--- src/hdl/dlfr_pkg.sv ---
// ----------------------------------------------------------------------------
// dlfr_pkg
// Shared types and constants of the line and frame receiver.
// ----------------------------------------------------------------------------
`default_nettype none

package dlfr_pkg;

    // Input item commands
    localparam logic [1:0] CMD_BYTE       = 2'd0;
    localparam logic [1:0] CMD_TICK       = 2'd1;
    localparam logic [1:0] CMD_FETCH_LINE = 2'd2;
    localparam logic [1:0] CMD_FETCH_PKT  = 2'd3;

    // Result kinds
    localparam logic [1:0] KIND_STATUS = 2'd0;
    localparam logic [1:0] KIND_LINE   = 2'd1;
    localparam logic [1:0] KIND_PKT    = 2'd2;

    // Register map (word index)
    localparam logic [1:0] REG_START_BYTE = 2'd0;
    localparam logic [1:0] REG_END_BYTE   = 2'd1;
    localparam logic [1:0] REG_IDLE_LIMIT = 2'd2;
    localparam int         APB_AW         = 4;

    localparam logic [7:0]  START_BYTE_RST = 8'hAA;
    localparam logic [7:0]  END_BYTE_RST   = 8'h55;
    localparam logic [15:0] IDLE_LIMIT_RST = 16'd50;

    // Byte classes and frame header
    localparam logic [7:0]  LEN_BIAS  = 8'd5;
    localparam logic [7:0]  PRINT_LO  = 8'h20;
    localparam logic [7:0]  PRINT_HI  = 8'h7F;
    localparam logic [7:0]  CHAR_CR   = 8'h0D;
    localparam logic [7:0]  CHAR_LF   = 8'h0A;
    localparam logic [15:0] SIL_MAX   = 16'hFFFF;

    typedef enum logic [1:0] {
        ST_IDLE,
        ST_EXEC,
        ST_STATUS,
        ST_STREAM
    } dlfr_state_t;

    // Controller to datapath
    typedef struct packed {
        logic capture;
        logic exec;
        logic load_status;
        logic load_data;
    } dlfr_cmd_t;

    // Datapath to controller
    typedef struct packed {
        logic stream_go;
        logic out_free;
        logic last_elem;
    } dlfr_stat_t;

endpackage

`default_nettype wire

--- src/hdl/dlfr_if.sv ---
// ----------------------------------------------------------------------------
// dlfr_if
// Valid/ready channels of the line and frame receiver.
// ----------------------------------------------------------------------------
`default_nettype none

interface dlfr_in_if;
    logic       valid;
    logic       ready;
    logic [1:0] command;
    logic [7:0] rx_data;

    modport source (output valid, output command, output rx_data, input ready);
    modport sink   (input valid, input command, input rx_data, output ready);
endinterface

interface dlfr_out_if;
    logic       valid;
    logic       ready;
    logic [1:0] kind;
    logic [7:0] data;
    logic       last;
    logic       line_available;
    logic       packet_available;
    logic       frame_open;

    modport source (output valid, output kind, output data, output last,
                    output line_available, output packet_available,
                    output frame_open, input ready);
    modport sink   (input valid, input kind, input data, input last,
                    input line_available, input packet_available,
                    input frame_open, output ready);
endinterface

`default_nettype wire

--- src/hdl/dlfr_ram.sv ---
// ----------------------------------------------------------------------------
// dlfr_ram
// Simple dual-port RAM, one write port, one registered read port.
// ----------------------------------------------------------------------------
`default_nettype none

module dlfr_ram #(
    parameter int WIDTH = 8,
    parameter int DEPTH = 64
) (
    input  wire logic                     clk,
    input  wire logic                     wr_en,
    input  wire logic [$clog2(DEPTH)-1:0] wr_addr,
    input  wire logic [WIDTH-1:0]         wr_data,
    input  wire logic                     rd_en,
    input  wire logic [$clog2(DEPTH)-1:0] rd_addr,
    output logic      [WIDTH-1:0]         rd_data
);

    logic [WIDTH-1:0] mem [DEPTH];

    always_ff @(posedge clk)
    begin
        if (wr_en)
        begin
            mem[wr_addr] <= wr_data;
        end
        if (rd_en)
        begin
            rd_data <= mem[rd_addr];
        end
    end

endmodule

`default_nettype wire

--- src/hdl/dlfr_ctrl.sv ---
// ----------------------------------------------------------------------------
// dlfr_ctrl
// Sequencer: take an item, execute it, then send a status or stream a buffer.
// ----------------------------------------------------------------------------
`default_nettype none

module dlfr_ctrl
    import dlfr_pkg::*;
(
    input  wire logic       clk,
    input  wire logic       rst_n,
    input  wire logic       in_valid,
    output logic            in_ready,
    input  wire dlfr_stat_t stat,
    output dlfr_cmd_t       cmd
);

    dlfr_state_t state_reg;
    dlfr_state_t state_next;

    always_ff @(posedge clk or negedge rst_n)
    begin
        if (!rst_n)
        begin
            state_reg <= ST_IDLE;
        end
        else
        begin
            state_reg <= state_next;
        end
    end

    always_comb
    begin
        state_next = state_reg;
        case (state_reg)
            ST_IDLE:
            begin
                if (in_valid)
                begin
                    state_next = ST_EXEC;
                end
            end
            ST_EXEC:
            begin
                state_next = stat.stream_go ? ST_STREAM : ST_STATUS;
            end
            ST_STATUS:
            begin
                if (stat.out_free)
                begin
                    state_next = ST_IDLE;
                end
            end
            ST_STREAM:
            begin
                if (stat.out_free && stat.last_elem)
                begin
                    state_next = ST_IDLE;
                end
            end
            default:
            begin
                state_next = ST_IDLE;
            end
        endcase
    end

    always_comb
    begin
        in_ready        = 1'b0;
        cmd             = '0;
        case (state_reg)
            ST_IDLE:
            begin
                in_ready    = 1'b1;
                cmd.capture = in_valid;
            end
            ST_EXEC:
            begin
                cmd.exec = 1'b1;
            end
            ST_STATUS:
            begin
                cmd.load_status = stat.out_free;
            end
            ST_STREAM:
            begin
                cmd.load_data = stat.out_free;
            end
            default:
            begin
                cmd = '0;
            end
        endcase
    end

endmodule

`default_nettype wire

--- src/hdl/dlfr_datapath.sv ---
// ----------------------------------------------------------------------------
// dlfr_datapath
// Line and frame state, both buffers, readout index and output register.
// ----------------------------------------------------------------------------
`default_nettype none

module dlfr_datapath
    import dlfr_pkg::*;
#(
    parameter int LINE_DEPTH  = 64,
    parameter int FRAME_DEPTH = 64
) (
    input  wire logic        clk,
    input  wire logic        rst_n,
    input  wire dlfr_cmd_t   cmd,
    output dlfr_stat_t       stat,
    input  wire logic [1:0]  in_command,
    input  wire logic [7:0]  in_rx_data,
    input  wire logic [7:0]  start_byte,
    input  wire logic [7:0]  end_byte,
    input  wire logic [15:0] idle_limit,
    input  wire logic        out_ready,
    output logic             out_valid,
    output logic [1:0]       out_kind,
    output logic [7:0]       out_data,
    output logic             out_last,
    output logic             out_line_available,
    output logic             out_packet_available,
    output logic             out_frame_open
);

    localparam int LCW = $clog2(LINE_DEPTH + 1);
    localparam int LAW = $clog2(LINE_DEPTH);
    localparam int FCW = $clog2(FRAME_DEPTH + 1);
    localparam int FAW = $clog2(FRAME_DEPTH);
    localparam int NW  = (LCW > FCW) ? LCW : FCW;

    localparam logic [FCW-1:0] LEN_POS = FCW'(2);
    localparam logic [FCW-1:0] HDR_LEN = FCW'(3);

    // Item and state registers
    logic [1:0]     cmd_reg;
    logic [7:0]     byte_reg;
    logic [LCW-1:0] line_count_reg, line_count_next;
    logic           line_done_reg, line_done_next;
    logic [FCW-1:0] frame_count_reg, frame_count_next;
    logic           in_frame_reg, in_frame_next;
    logic           frame_done_reg, frame_done_next;
    logic [7:0]     len_reg, len_next;
    logic [15:0]    sil_reg, sil_next;
    logic [NW-1:0]  n_reg, n_next;
    logic [NW-1:0]  idx_reg, idx_next;
    logic [1:0]     kind_reg, kind_next;

    // Output register
    logic           out_valid_reg, out_valid_next;
    logic [1:0]     out_kind_reg, out_kind_next;
    logic [7:0]     out_data_reg, out_data_next;
    logic           out_last_reg, out_last_next;
    logic [2:0]     out_flags_reg, out_flags_next;

    // Buffer ports
    logic           line_wr_en, line_rd_en;
    logic [LAW-1:0] line_rd_addr;
    logic [7:0]     line_rd_data;
    logic           frame_wr_en, frame_rd_en;
    logic [FAW-1:0] frame_rd_addr;
    logic [7:0]     frame_rd_data;

    logic [FCW-1:0] frame_pos, frame_pos_inc;
    logic [7:0]     len_byte, frame_expect;
    logic [15:0]    sil_inc;
    logic [NW-1:0]  idx_plus;
    logic           stream_go, last_elem, out_free;

    assign frame_pos     = in_frame_reg ? frame_count_reg : '0;
    assign frame_pos_inc = frame_pos + FCW'(1);
    assign len_byte      = (frame_pos == LEN_POS) ? byte_reg : len_reg;
    assign frame_expect  = LEN_BIAS + len_byte;
    assign sil_inc       = (sil_reg != SIL_MAX) ? sil_reg + 16'd1 : sil_reg;
    assign idx_plus      = idx_reg + NW'(1);
    assign last_elem     = (idx_plus == n_reg);
    assign out_free      = !out_valid_reg || out_ready;

    always_comb
    begin
        case (cmd_reg)
            CMD_FETCH_LINE: stream_go = line_done_reg && (line_count_reg != '0);
            CMD_FETCH_PKT:  stream_go = frame_done_reg && (frame_count_reg != '0);
            default:        stream_go = 1'b0;
        endcase
    end

    assign stat.stream_go = stream_go;
    assign stat.out_free  = out_free;
    assign stat.last_elem = last_elem;

    // Item execution
    always_comb
    begin
        line_count_next  = line_count_reg;
        line_done_next   = line_done_reg;
        frame_count_next = frame_count_reg;
        in_frame_next    = in_frame_reg;
        frame_done_next  = frame_done_reg;
        len_next         = len_reg;
        sil_next         = sil_reg;
        n_next           = n_reg;
        kind_next        = kind_reg;
        idx_next         = idx_reg;
        line_wr_en       = 1'b0;
        frame_wr_en      = 1'b0;
        if (cmd.exec)
        begin
            idx_next = '0;
            case (cmd_reg)
                CMD_BYTE:
                begin
                    sil_next = '0;
                    if (!frame_done_reg)
                    begin
                        if (!in_frame_reg && (byte_reg != start_byte))
                        begin
                            if (!line_done_reg)
                            begin
                                if ((byte_reg == CHAR_CR) || (byte_reg == CHAR_LF))
                                begin
                                    if (line_count_reg != '0)
                                    begin
                                        line_done_next = 1'b1;
                                    end
                                end
                                else if ((byte_reg >= PRINT_LO) && (byte_reg < PRINT_HI))
                                begin
                                    if (line_count_reg < LCW'(LINE_DEPTH - 1))
                                    begin
                                        line_wr_en      = 1'b1;
                                        line_count_next = line_count_reg + LCW'(1);
                                    end
                                    else
                                    begin
                                        line_count_next = '0;
                                    end
                                end
                            end
                        end
                        else if (frame_pos >= FCW'(FRAME_DEPTH))
                        begin
                            // frame buffer full: abort and drop this byte
                            in_frame_next    = 1'b0;
                            frame_count_next = '0;
                        end
                        else
                        begin
                            frame_wr_en      = 1'b1;
                            in_frame_next    = 1'b1;
                            frame_count_next = frame_pos_inc;
                            if (frame_pos == LEN_POS)
                            begin
                                len_next = byte_reg;
                            end
                            if (frame_pos_inc >= HDR_LEN)
                            begin
                                if ({1'b0, frame_expect} > 9'(FRAME_DEPTH))
                                begin
                                    in_frame_next    = 1'b0;
                                    frame_count_next = '0;
                                end
                                else if (9'(frame_pos_inc) == {1'b0, frame_expect})
                                begin
                                    frame_done_next = (byte_reg == end_byte);
                                    in_frame_next   = 1'b0;
                                end
                            end
                        end
                    end
                end
                CMD_TICK:
                begin
                    sil_next = sil_inc;
                    if (!line_done_reg && (line_count_reg != '0) && !in_frame_reg
                        && (sil_inc >= idle_limit))
                    begin
                        line_done_next = 1'b1;
                    end
                end
                CMD_FETCH_LINE:
                begin
                    if (line_done_reg)
                    begin
                        n_next          = NW'(line_count_reg);
                        kind_next       = KIND_LINE;
                        line_done_next  = 1'b0;
                        line_count_next = '0;
                    end
                end
                CMD_FETCH_PKT:
                begin
                    if (frame_done_reg)
                    begin
                        n_next           = NW'(frame_count_reg);
                        kind_next        = KIND_PKT;
                        frame_done_next  = 1'b0;
                        frame_count_next = '0;
                    end
                end
                default:
                begin
                    sil_next = sil_reg;
                end
            endcase
        end
        else if (cmd.load_data && !last_elem)
        begin
            idx_next = idx_plus;
        end
    end

    // Readout: first address during execution, next one as each byte is sent
    always_comb
    begin
        line_rd_en    = (cmd.exec && stream_go && (cmd_reg == CMD_FETCH_LINE))
                        || (cmd.load_data && !last_elem && (kind_reg == KIND_LINE));
        frame_rd_en   = (cmd.exec && stream_go && (cmd_reg == CMD_FETCH_PKT))
                        || (cmd.load_data && !last_elem && (kind_reg == KIND_PKT));
        line_rd_addr  = cmd.exec ? '0 : idx_plus[LAW-1:0];
        frame_rd_addr = cmd.exec ? '0 : idx_plus[FAW-1:0];
    end

    // Output register
    always_comb
    begin
        out_valid_next = out_valid_reg;
        out_kind_next  = out_kind_reg;
        out_data_next  = out_data_reg;
        out_last_next  = out_last_reg;
        out_flags_next = out_flags_reg;
        if (out_valid_reg && out_ready)
        begin
            out_valid_next = 1'b0;
        end
        if (cmd.load_status || cmd.load_data)
        begin
            out_valid_next = 1'b1;
            out_flags_next = {line_done_reg, frame_done_reg, in_frame_reg};
            if (cmd.load_data)
            begin
                out_kind_next = kind_reg;
                out_data_next = (kind_reg == KIND_LINE) ? line_rd_data : frame_rd_data;
                out_last_next = last_elem;
            end
            else
            begin
                out_kind_next = KIND_STATUS;
                out_data_next = '0;
                out_last_next = 1'b1;
            end
        end
    end

    always_ff @(posedge clk or negedge rst_n)
    begin
        if (!rst_n)
        begin
            line_count_reg  <= '0;
            line_done_reg   <= 1'b0;
            frame_count_reg <= '0;
            in_frame_reg    <= 1'b0;
            frame_done_reg  <= 1'b0;
            sil_reg         <= '0;
            out_valid_reg   <= 1'b0;
        end
        else
        begin
            line_count_reg  <= line_count_next;
            line_done_reg   <= line_done_next;
            frame_count_reg <= frame_count_next;
            in_frame_reg    <= in_frame_next;
            frame_done_reg  <= frame_done_next;
            sil_reg         <= sil_next;
            out_valid_reg   <= out_valid_next;
        end
    end

    always_ff @(posedge clk)
    begin
        if (cmd.capture)
        begin
            cmd_reg  <= in_command;
            byte_reg <= in_rx_data;
        end
        len_reg       <= len_next;
        n_reg         <= n_next;
        idx_reg       <= idx_next;
        kind_reg      <= kind_next;
        out_kind_reg  <= out_kind_next;
        out_data_reg  <= out_data_next;
        out_last_reg  <= out_last_next;
        out_flags_reg <= out_flags_next;
    end

    dlfr_ram #(.WIDTH(8), .DEPTH(LINE_DEPTH)) u_line_ram (
        .clk     (clk),
        .wr_en   (line_wr_en),
        .wr_addr (line_count_reg[LAW-1:0]),
        .wr_data (byte_reg),
        .rd_en   (line_rd_en),
        .rd_addr (line_rd_addr),
        .rd_data (line_rd_data)
    );

    dlfr_ram #(.WIDTH(8), .DEPTH(FRAME_DEPTH)) u_frame_ram (
        .clk     (clk),
        .wr_en   (frame_wr_en),
        .wr_addr (frame_pos[FAW-1:0]),
        .wr_data (byte_reg),
        .rd_en   (frame_rd_en),
        .rd_addr (frame_rd_addr),
        .rd_data (frame_rd_data)
    );

    assign out_valid            = out_valid_reg;
    assign out_kind             = out_kind_reg;
    assign out_data             = out_data_reg;
    assign out_last             = out_last_reg;
    assign out_line_available   = out_flags_reg[2];
    assign out_packet_available = out_flags_reg[1];
    assign out_frame_open       = out_flags_reg[0];

endmodule

`default_nettype wire

--- src/hdl/dual_mode_line_and_frame_receiver.sv ---
// ----------------------------------------------------------------------------
// dual_mode_line_and_frame_receiver
// ASCII line assembler and start/length/end frame assembler on a UART
// byte stream, with idle flush of partial lines and buffered readout.
// ----------------------------------------------------------------------------
//
//   channel  dir  handshake          carries
//   -------  ---  -----------------  -----------------------------------------
//   in_ch    in   valid/ready        command, rx_data
//   out_ch   out  valid/ready        kind, data, last, line/packet/frame flags
//   APB      in   psel/penable/pwr   start_byte @0x0, end_byte @0x4,
//                                    idle_limit @0x8 (pready tied high)
//
// A received byte, a tick or a fetch with nothing ready passes through the
// execute and status states before the next input transaction; its status
// result is loaded into the output register as the status state is left.
// A fetch of a ready line or packet passes through the execute state and then
// streams the buffer; the buffer RAM read port delivers one byte per cycle
// while out_ch.ready does not stall it. Input is taken only between items;
// the output register lets a new transaction in while the last result still
// waits on out_ch.ready. A stall on out_ch.ready holds the readout at the
// current byte. Reset clears all control state; buffer RAMs need no clearing pass.
// ----------------------------------------------------------------------------
`default_nettype none

module dual_mode_line_and_frame_receiver
    import dlfr_pkg::*;
#(
    parameter int LINE_DEPTH  = 64,
    parameter int FRAME_DEPTH = 64
) (
    input  wire logic              clk,
    input  wire logic              rst_n,
    // configuration port
    input  wire logic              psel,
    input  wire logic              penable,
    input  wire logic              pwrite,
    input  wire logic [APB_AW-1:0] paddr,
    input  wire logic [31:0]       pwdata,
    output logic      [31:0]       prdata,
    output logic                   pready,
    // item channels
    dlfr_in_if.sink                in_ch,
    dlfr_out_if.source             out_ch
);

    logic [7:0]  start_byte_reg;
    logic [7:0]  end_byte_reg;
    logic [15:0] idle_limit_reg;
    logic        cfg_write;
    logic [1:0]  cfg_index;

    dlfr_cmd_t   cmd;
    dlfr_stat_t  stat;

    // Register file: write on the access phase, read back any time
    assign pready    = 1'b1;
    assign cfg_write = psel && penable && pwrite;
    assign cfg_index = paddr[APB_AW-1:2];

    always_ff @(posedge clk or negedge rst_n)
    begin
        if (!rst_n)
        begin
            start_byte_reg <= START_BYTE_RST;
            end_byte_reg   <= END_BYTE_RST;
            idle_limit_reg <= IDLE_LIMIT_RST;
        end
        else if (cfg_write)
        begin
            case (cfg_index)
                REG_START_BYTE: start_byte_reg <= pwdata[7:0];
                REG_END_BYTE:   end_byte_reg   <= pwdata[7:0];
                REG_IDLE_LIMIT: idle_limit_reg <= pwdata[15:0];
                default:        start_byte_reg <= start_byte_reg;
            endcase
        end
    end

    always_comb
    begin
        case (cfg_index)
            REG_START_BYTE: prdata = {24'd0, start_byte_reg};
            REG_END_BYTE:   prdata = {24'd0, end_byte_reg};
            REG_IDLE_LIMIT: prdata = {16'd0, idle_limit_reg};
            default:        prdata = '0;
        endcase
    end

    // Sequencer: one item at a time
    dlfr_ctrl u_ctrl (
        .clk      (clk),
        .rst_n    (rst_n),
        .in_valid (in_ch.valid),
        .in_ready (in_ch.ready),
        .stat     (stat),
        .cmd      (cmd)
    );

    // Assembly state, buffers and result register
    dlfr_datapath #(
        .LINE_DEPTH  (LINE_DEPTH),
        .FRAME_DEPTH (FRAME_DEPTH)
    ) u_datapath (
        .clk                  (clk),
        .rst_n                (rst_n),
        .cmd                  (cmd),
        .stat                 (stat),
        .in_command           (in_ch.command),
        .in_rx_data           (in_ch.rx_data),
        .start_byte           (start_byte_reg),
        .end_byte             (end_byte_reg),
        .idle_limit           (idle_limit_reg),
        .out_ready            (out_ch.ready),
        .out_valid            (out_ch.valid),
        .out_kind             (out_ch.kind),
        .out_data             (out_ch.data),
        .out_last             (out_ch.last),
        .out_line_available   (out_ch.line_available),
        .out_packet_available (out_ch.packet_available),
        .out_frame_open       (out_ch.frame_open)
    );

endmodule

`default_nettype wire

--- src/flat_wrapper.sv ---
// flat-port wrapper written by rule: the top's interface ports become plain ports
module dual_mode_line_and_frame_receiver_flat import dlfr_pkg::*;
#(
    parameter int LINE_DEPTH  = 64,
    parameter int FRAME_DEPTH = 64
)
  (clk, rst_n, psel, penable, pwrite, paddr, pwdata, prdata, pready, in_ch_valid, in_ch_command, in_ch_rx_data, in_ch_ready, out_ch_valid, out_ch_kind, out_ch_data, out_ch_last, out_ch_line_available, out_ch_packet_available, out_ch_frame_open, out_ch_ready);
  dlfr_in_if in_ch_i ();
  dlfr_out_if out_ch_i ();
  input  wire logic clk;
  input  wire logic rst_n;
  input  wire logic psel;
  input  wire logic penable;
  input  wire logic pwrite;
  input  wire logic [APB_AW-1:0] paddr;
  input  wire logic [31:0] pwdata;
  output logic      [31:0] prdata;
  output logic pready;
  input wire logic [$bits(in_ch_i.valid)-1:0] in_ch_valid;
  input wire logic [$bits(in_ch_i.command)-1:0] in_ch_command;
  input wire logic [$bits(in_ch_i.rx_data)-1:0] in_ch_rx_data;
  output wire logic [$bits(in_ch_i.ready)-1:0] in_ch_ready;
  output wire logic [$bits(out_ch_i.valid)-1:0] out_ch_valid;
  output wire logic [$bits(out_ch_i.kind)-1:0] out_ch_kind;
  output wire logic [$bits(out_ch_i.data)-1:0] out_ch_data;
  output wire logic [$bits(out_ch_i.last)-1:0] out_ch_last;
  output wire logic [$bits(out_ch_i.line_available)-1:0] out_ch_line_available;
  output wire logic [$bits(out_ch_i.packet_available)-1:0] out_ch_packet_available;
  output wire logic [$bits(out_ch_i.frame_open)-1:0] out_ch_frame_open;
  input wire logic [$bits(out_ch_i.ready)-1:0] out_ch_ready;
  assign in_ch_i.valid = in_ch_valid;
  assign in_ch_i.command = in_ch_command;
  assign in_ch_i.rx_data = in_ch_rx_data;
  assign in_ch_ready = in_ch_i.ready;
  assign out_ch_valid = out_ch_i.valid;
  assign out_ch_kind = out_ch_i.kind;
  assign out_ch_data = out_ch_i.data;
  assign out_ch_last = out_ch_i.last;
  assign out_ch_line_available = out_ch_i.line_available;
  assign out_ch_packet_available = out_ch_i.packet_available;
  assign out_ch_frame_open = out_ch_i.frame_open;
  assign out_ch_i.ready = out_ch_ready;
  dual_mode_line_and_frame_receiver #(.LINE_DEPTH(LINE_DEPTH), .FRAME_DEPTH(FRAME_DEPTH)) u_core (.clk(clk), .rst_n(rst_n), .psel(psel), .penable(penable), .pwrite(pwrite), .paddr(paddr), .pwdata(pwdata), .prdata(prdata), .pready(pready), .in_ch(in_ch_i), .out_ch(out_ch_i));
endmodule
--- config.mk ---
export PLATFORM = sky130hd
export DESIGN_NAME = dual_mode_line_and_frame_receiver_flat
export DESIGN_NICKNAME = d
export VERILOG_FILES = /design/src/hdl/dlfr_pkg.sv /design/src/hdl/dlfr_if.sv /design/src/hdl/dlfr_ram.sv /design/src/hdl/dlfr_ctrl.sv /design/src/hdl/dlfr_datapath.sv /design/src/hdl/dual_mode_line_and_frame_receiver.sv /design/src/flat_wrapper.sv
export SDC_FILE = /design/constraint.sdc
export NUM_CORES = 2
export LEC_CHECK = 0
export BUFFER_PORTS_ARGS = -buffer_cell sky130_fd_sc_hd__buf_2
export CORE_MARGIN = 4
export CORE_UTILIZATION = 45
export DETAILED_ROUTE_END_ITERATION = 16
export PLACE_DENSITY_LB_ADDON = 0.15
export SLEW_MARGIN = 20
export SYNTH_ARGS = -nofsm -noshare
export SYNTH_HDL_FRONTEND = slang
export SYNTH_SLANG_ARGS = --single-unit
--- constraint.sdc ---
create_clock -name clk -period 4.9 [get_ports clk]
set_input_delay 0.98 -clock clk [delete_from_list [all_inputs] [get_ports clk]]
set_output_delay 0.98 -clock clk [all_outputs]
set_load 0.02 [all_outputs]
Word level (Yosys, flattened, before mapping)
Memory sizes are Yosys's and may differ from the RTL's. A register that Yosys moved wholly into a read port is not among the register bits.
Index checks and enable logic that the tools add are counted.
{"block": "totals", "n_memories": 2, "latch_bits": 0, "in_bits": 53, "mem_bits_rw": 1024, "rom_bits": 0, "regBits": 116, "output_inout_bits": 49}
{"memory": "u_core.u_datapath.u_frame_ram.mem", "depth": 64, "word_bits": 8, "rd": 1, "rd_ports_with_merged_regs": 1, "write_ports": 1, "line_no": "dlfr_ram.sv:20", "text": "logic [WIDTH-1:0] mem [DEPTH];"}
{"memory": "u_core.u_datapath.u_line_ram.mem", "depth": 64, "word_bits": 8, "rd": 1, "rd_ports_with_merged_regs": 1, "write_ports": 1, "line_no": "dlfr_ram.sv:20"}
{"block": "classes", "muxes": 76, "shift": 0, "reduce_logical": 49, "bitwise": 3, "n_addsub": 5, "eq_ne": 30, "n_div": 0, "magnitude_cmp": 7, "multipliers": 0}
{"cell": "two-way mux 7 bit", "count": 16}
{"cell": "one-hot mux 16 bit (3 select lines)", "count": 1}
{"cell": "one-hot mux 7 bit (2 select lines)", "count": 3}
{"cell": "two-way mux 1 bit", "count": 41}
{"cell": "one-hot mux 16 bit (2 select lines)", "count": 1}
{"cell": "inequality test 2 bit, second input constant", "count": 12}
{"cell": "adder 7 x 1 -> 7 bit, second input constant", "count": 3}
{"cell": "logical AND 1 bit", "count": 17}
{"cell": "adder 16 x 1 -> 16 bit, second input constant", "count": 1}
{"cell": "equality test 8 x 4 -> 1 bit, second input constant", "count": 2}
{"cell": "greater-or-equal comparator 16 bit", "count": 1}
{"cell": "two-way mux 16 bit", "count": 1}
{"cell": "two-way mux 8 bit", "count": 2}
{"cell": "inequality test 16 bit, second input constant", "count": 1}
{"cell": "AND reduction 5 bit", "count": 3}
{"cell": "nonzero test 7 bit", "count": 2}
{"cell": "equality test 2 bit, second input constant", "count": 6}
{"cell": "two-way mux 2 bit", "count": 5}
{"cell": "AND reduction 2 bit", "count": 5}
{"cell": "nonzero test 2 bit", "count": 5}
{"cell": "adder 3 x 8 -> 8 bit, first input constant", "count": 1}
{"cell": "equality test 2 x 1 -> 1 bit, second input constant", "count": 4}
{"cell": "equality test 7 x 8 -> 1 bit", "count": 1}
{"cell": "equality test 8 bit", "count": 1}
{"cell": "22 further kinds", "count": 35}

Longest topological paths before layout
{"block": "depth", "word_depth": 12, "mapped_depth": 18}

By module
From an unflattened synthesis, not the netlist that was laid out.
{"block": "hier_totals", "cells_unflattened": 2640, "area_unflattened_um2": 47758.3}
{"mod": "dlfr_ram at u_core.u_datapath.u_frame_ram", "n_inst": 1, "area_each_um2": 20270.7, "cells_each": 972}
{"mod": "dlfr_ram at u_core.u_datapath.u_line_ram", "n_inst": 1, "area_each_um2": 20246.9, "cells_each": 940}
{"mod": "dlfr_datapath", "n_inst": 1, "area_each_um2": 5510.3, "cells_each": 588}
{"mod": "dual_mode_line_and_frame_receiver", "n_inst": 1, "area_each_um2": 1595.3, "cells_each": 125}
{"mod": "dlfr_ctrl", "n_inst": 1, "area_each_um2": 135.1, "cells_each": 15}

Worst setup path before layout
Ideal clock, no wire load.
{"block": "synth_path", "path_kind": "flip-flop to flip-flop", "startpoint": "register u_core.u_datapath.byte_reg[5]", "endpoint": "memory u_core.u_datapath.u_frame_ram.mem[11][0], enable pin", "setup_ns": 0.371, "required_time_ns": 4.529, "stages_incl_launch_ff": 9, "arrival_time_ns": 4.295, "period_less_slack_ns": 4.666, "slack_ns": 0.234, "cell_sequence": "edfxtp_1 > buf_2 > xor2_1 > nor4_1 > a41o_1 > nand2_1 > nor2_1 > nand4_1 > nor2_1"}
{"block": "synth_via", "elab_chain_cells": 8}
{"element": "start, declared", "line_no": "dlfr_datapath.sv:43", "text": "logic [7:0] byte_reg;"}
{"element": "start signal, assigned", "line_no": "dlfr_datapath.sv:290", "text": "byte_reg <= in_rx_data;"}
{"element": "inequality test 8 bit", "line_no": "dlfr_datapath.sv:122", "text": "if (!in_frame_reg && (byte_reg != start_byte))"}
{"element": "logical AND 1 bit", "line_no": "dlfr_datapath.sv:122"}
{"element": "two-way mux 1 bit", "line_no": "dlfr_datapath.sv:122"}
{"element": "two-way mux 1 bit", "line_no": "dlfr_datapath.sv:120", "text": "if (!frame_done_reg)"}
{"element": "two-way mux 1 bit", "line_no": "dlfr_datapath.sv:116", "text": "case (cmd_reg)"}
{"element": "two-way mux 1 bit", "line_no": "dlfr_datapath.sv:113", "text": "if (cmd.exec)"}
{"element": "two-way mux 1 bit", "line_no": "dlfr_ram.sv:24", "text": "if (wr_en)"}
{"element": "two-way mux 1 bit (implied by the code)", "line_no": "dlfr_ram.sv:26", "text": "mem[wr_addr] <= wr_data;"}
{"element": "end, declared", "line_no": "dlfr_ram.sv:20"}
Every way passes these cells.

Worst setup path after layout
{"block": "layout_path", "startpoint": "register u_core.start_byte_reg[7]", "endpoint": "memory u_core.u_datapath.u_line_ram.mem[39][0], enable pin"}
{"block": "layout_via", "elab_chain_cells": 8}
{"element": "start, declared", "line_no": "dual_mode_line_and_frame_receiver.sv:47", "text": "logic [7:0] start_byte_reg;"}
{"element": "start signal, assigned", "line_no": "dual_mode_line_and_frame_receiver.sv:72", "text": "REG_START_BYTE: start_byte_reg <= pwdata[7:0];"}
{"element": "start signal, assigned", "line_no": "dual_mode_line_and_frame_receiver.sv:75", "text": "default: start_byte_reg <= start_byte_reg;"}
{"element": "inequality test 8 bit", "line_no": "dlfr_datapath.sv:122"}
{"element": "logical AND 1 bit", "line_no": "dlfr_datapath.sv:122"}
{"element": "two-way mux 1 bit", "line_no": "dlfr_datapath.sv:122"}
{"element": "two-way mux 1 bit", "line_no": "dlfr_datapath.sv:120"}
{"element": "two-way mux 1 bit", "line_no": "dlfr_datapath.sv:116"}
{"element": "two-way mux 1 bit", "line_no": "dlfr_datapath.sv:113"}
{"element": "two-way mux 1 bit", "line_no": "dlfr_ram.sv:24"}
{"element": "two-way mux 1 bit (implied by the code)", "line_no": "dlfr_ram.sv:26"}
{"element": "end, declared", "line_no": "dlfr_ram.sv:20"}
Every way passes these cells.

==> impl_results.md <==
* Run status: finished, final reports clean
* Die height at 336 um
* Fraction of the cycle the final worst path needs at 83.4%
* Cell Area, Synth at ~48000 um^2
* Main flop type after synthesis: sky130_fd_sc_hd__edfxtp_1
* Worst slew margin relative to its limit at 28.1%
* Post-layout instance count excluding filler cells at about 4700
* Placed Cells at 4530
* Count of inserted antenna diode cells at 0
* Simple-gate share of the synthesized area at under 10%
* Root buffer cell: sky130_fd_sc_hd__clkbuf_16
* Via/cell ratio at about 5.9
* Mean area per synthesized cell at 15.2 um^2
* TritonCTS clock tree: yes
* Starting utilization of the core area at between 40% and 50%
* Share of the yosys chip area belonging to registers at a little over two thirds
* Maximum number of pins on one net before global-route repair at 135
* Synth top area share at about two thirds
* Layout area overhead at 11.9%
* Most frequent cell after synthesis: sky130_fd_sc_hd__edfxtp_1
* Clock period minus final worst setup slack at ~4 ns
* Tightest Hold Check Type: primary input to async pin
* Number of hold violations in the final report at 0
* Number of unique standard cell types used by synthesis at 87
* Number of pins with negative max-slew slack in the final report at 0
* Global routing usage summed across all routing layers at 21.2%
* Residual antenna-violating net count after detailed routing at 0
* Count of pins on the block boundary at 102
* Vias at 27900
* Cell row count at between 100 and 150
* Wire length of the first global-routing pass at around 180000 um
* Cells resized by post-CTS repair at 0
* Total power at about 27 mW
* Count of buffers added by post-CTS timing repair for setup at 0
* Port Buffer Count at 66
* Synth warnings at 0
* Clock-pin slew of the registers on the worst-case setup and hold paths at 0.06 ns
* Skew-Pair Late Insertion Delay at 0.72 ns
* Post-synth top area cell: sky130_fd_sc_hd__edfxtp_1
* Proportion of synthesized area in mux cells at 8.70%
* Peak Freq at 245 MHz
* Cts hold-fix bufs at 0
* Max-cap violations at 0
* Number of CTS-inserted buffers at 117
* Critical path data required time at 5.23 ns
* Setup Skew at 0.0353 ns
* Endpoint type of the worst setup path: flop
* Most used standard cells in the synthesized netlist: sky130_fd_sc_hd__edfxtp_1, sky130_fd_sc_hd__nand2_1, sky130_fd_sc_hd__nor2_1
* CORE AREA at 107000 um^2
* Via count of the first global-routing pass at 28100
* Final GP Congestion at 0.855
* Setup TNS at 0 ns
* VDD IR-drop max at 0.322 mV
* Share of final-layout standard cells stronger than drive strength 1 at between 10% and 20%
* Unrepaired setup endpoints after global routing: no
* Final Setup Violations at 0
* Post-DP HPWL at 74400 um
* Chip width at approximately 340 um
* Slew @ Worst Pin at 1.08 ns
* Number of DRC violations after detailed routing at 0
* Arr. time, crit path at 4.42 ns
* First-iteration detailed-routing DRC count at 2447
* H-tree levels at 3
* R2r setup slk at between 0.8 and 0.9 ns
* Number of enable flip-flop cells after synthesis at 1081
* Fill cell count at between 8000 and 9000
* Final Routed Wirelength at 120000 um
* Number of instances in the synthesized netlist at 3189
* Most area-consuming cells after synthesis: sky130_fd_sc_hd__edfxtp_1, sky130_fd_sc_hd__mux4_2, sky130_fd_sc_hd__dfrtp_1, sky130_fd_sc_hd__nand2_1, sky130_fd_sc_hd__mux2i_1
* GRT overflow at 0
* Leading registers by flop count: u_core.u_datapath.u_frame_ram.mem: 512 flops, u_core.u_datapath.u_line_ram.mem: 512 flops
* Area of the die at 113000 um^2
* Highest net fanout along the worst path at 8
* Number of antenna violations at the first check in global routing at 1
* Net count of the finished layout at between 3000 and 4000
* Power per unit of standard cell area at 493 nW/um^2
* Count of clock tree sinks at 1156
* Combinational family with the most area after synthesis: multiplexers
* Synth Area in Compound Gates at 8.44%
* Launching element type of the critical path: flop
* Async set-reset flop share out of synthesis at 5.88%
* Parity-gate share of the synthesized area counting xor and xnor cells at 1.13%
* Leak at 17.5 nW
* Min Hold Slack at 0.334 ns
* Critical path type: flop to flop
* Adder-cell share of the synthesized area at 0.749%
* CTS Buffer Depth at 3
* Synthesis-stage register bit count at between 1000 and 1500
* Drt wl/cell at 25.2 um
* 1st-pass router iterations at 6
==> power breakdown <==
group | leakage (nW) | switching, mW | internal [mW]
clock | 1.88 | 3.70 | 5.25
combinational | 5.04 | 3.97 | 2.18
sequential | 10.6 | 0.235 | 11.4
==> area by class of cell <==
| cell class | count | area (um^2) | area share [%] |
|---|---|---|---|
| sequential | 1156 | 34300 | 63.3 |
| multi-input combinational | 1795 | 13200 | 24.3 |
| clock buffer | 149 | 3100 | 5.72 |
| tap | 1403 | 1760 | 3.24 |
| timing repair buffer | 141 | 981 | 1.81 |
| clock inverter | 68 | 767 | 1.41 |
| inverter | 35 | 133 | 0.245 |
==> per-stage QoR <==
step | utilization (%) | setup WS, ns | area [um^2]
6_report | 50.7 | 0.814 | 54200
3_3_place_gp | 47.0 | 0.858 | 50300
5_1_grt | 50.7 | 0.613 | 54200
4_1_cts | 50.6 | 0.831 | 54200
3_5_place_dp | 47.0 | 0.850 | 50300
2_1_floorplan | - | 0.234 | 48600
==> cells by family after synthesis <==
logic type                 Yosys count
buffers and inverters              261
adders and majority gates           29
muxes                              259
AOI/OAI and AO/OA                  622
other                                2
xor gates and xnor gates            59
and+or+nand+nor                    801
DFF                               1156
==> per-layer routing <==
| layer | track usage [%] | up-vias | part of all wire [%] |
|---|---|---|---|
| met3 | 2.59 | 175 | 5.8 |
| met2 | 36.3 | 909 | 50 |
| met5 | 0 | - | 0 |
| li1 | - | 12500 | - |
| met1 | 28.6 | 14300 | 41 |
| met4 | 6.23 | 0 | 2.7 |
==> critical path: stages (launching register included) <==
cell and delay, ns:
sky130_fd_sc_hd__dfstp_2 0.60, sky130_fd_sc_hd__xor2_1 0.17, sky130_fd_sc_hd__nor4_1 0.08, sky130_fd_sc_hd__a41o_1 0.32, sky130_fd_sc_hd__or4_1 0.62, sky130_fd_sc_hd__nor3_2 0.37
sky130_fd_sc_hd__nand3_1 0.64, sky130_fd_sc_hd__nor2_1 0.90
==> final timing paths <==
check                                         start                                 endpoint  depth (start not counted)
max                        u_core.start_byte_reg[7]  u_core.u_datapath.u_line_ram.mem[39][0]                          7
min                                           rst_n                   u_core.end_byte_reg[7]                          1
max reg2reg                u_core.start_byte_reg[7]  u_core.u_datapath.u_line_ram.mem[39][0]                          7
min reg2reg                u_core.idle_limit_reg[1]                 u_core.idle_limit_reg[1]                          2
max in group asynchronous                     rst_n     u_core.u_datapath.frame_count_reg[4]                          2
min in group clk                   in_ch_rx_data[3]            u_core.u_datapath.byte_reg[3]                          1
==> layout by cell type (no fill, tap or decap), drive strengths merged, types with 17 or more instances in the layout <==
cell | synthesis | final
nor3 | 41 | 41
clkbuf | 117 | 149
edfxtp | 1081 | 1081
xnor2 | 30 | 30
a211oi | 92 | 92
xor2 | 28 | 28
a311oi | 44 | 44
mux4 | 126 | 126
a21oi | 99 | 99
mux2i | 97 | 97
nor2 | 241 | 241
dfrtp | 57 | 57
buf | 109 | 141
o211ai | 17 | 17
nor2b | 61 | 61
conb | 2 | 25
ha | 29 | 29
or3 | 54 | 54
inv | 35 | 36
o221ai | 45 | 45
nand2 | 268 | 268
nand3 | 53 | 53
a31oi | 48 | 48
mux2 | 36 | 36
o21ai | 197 | 197
and2 | 20 | 20
clkinv | 0 | 48
No activity file was read; power rests on OpenSTA's default activity.
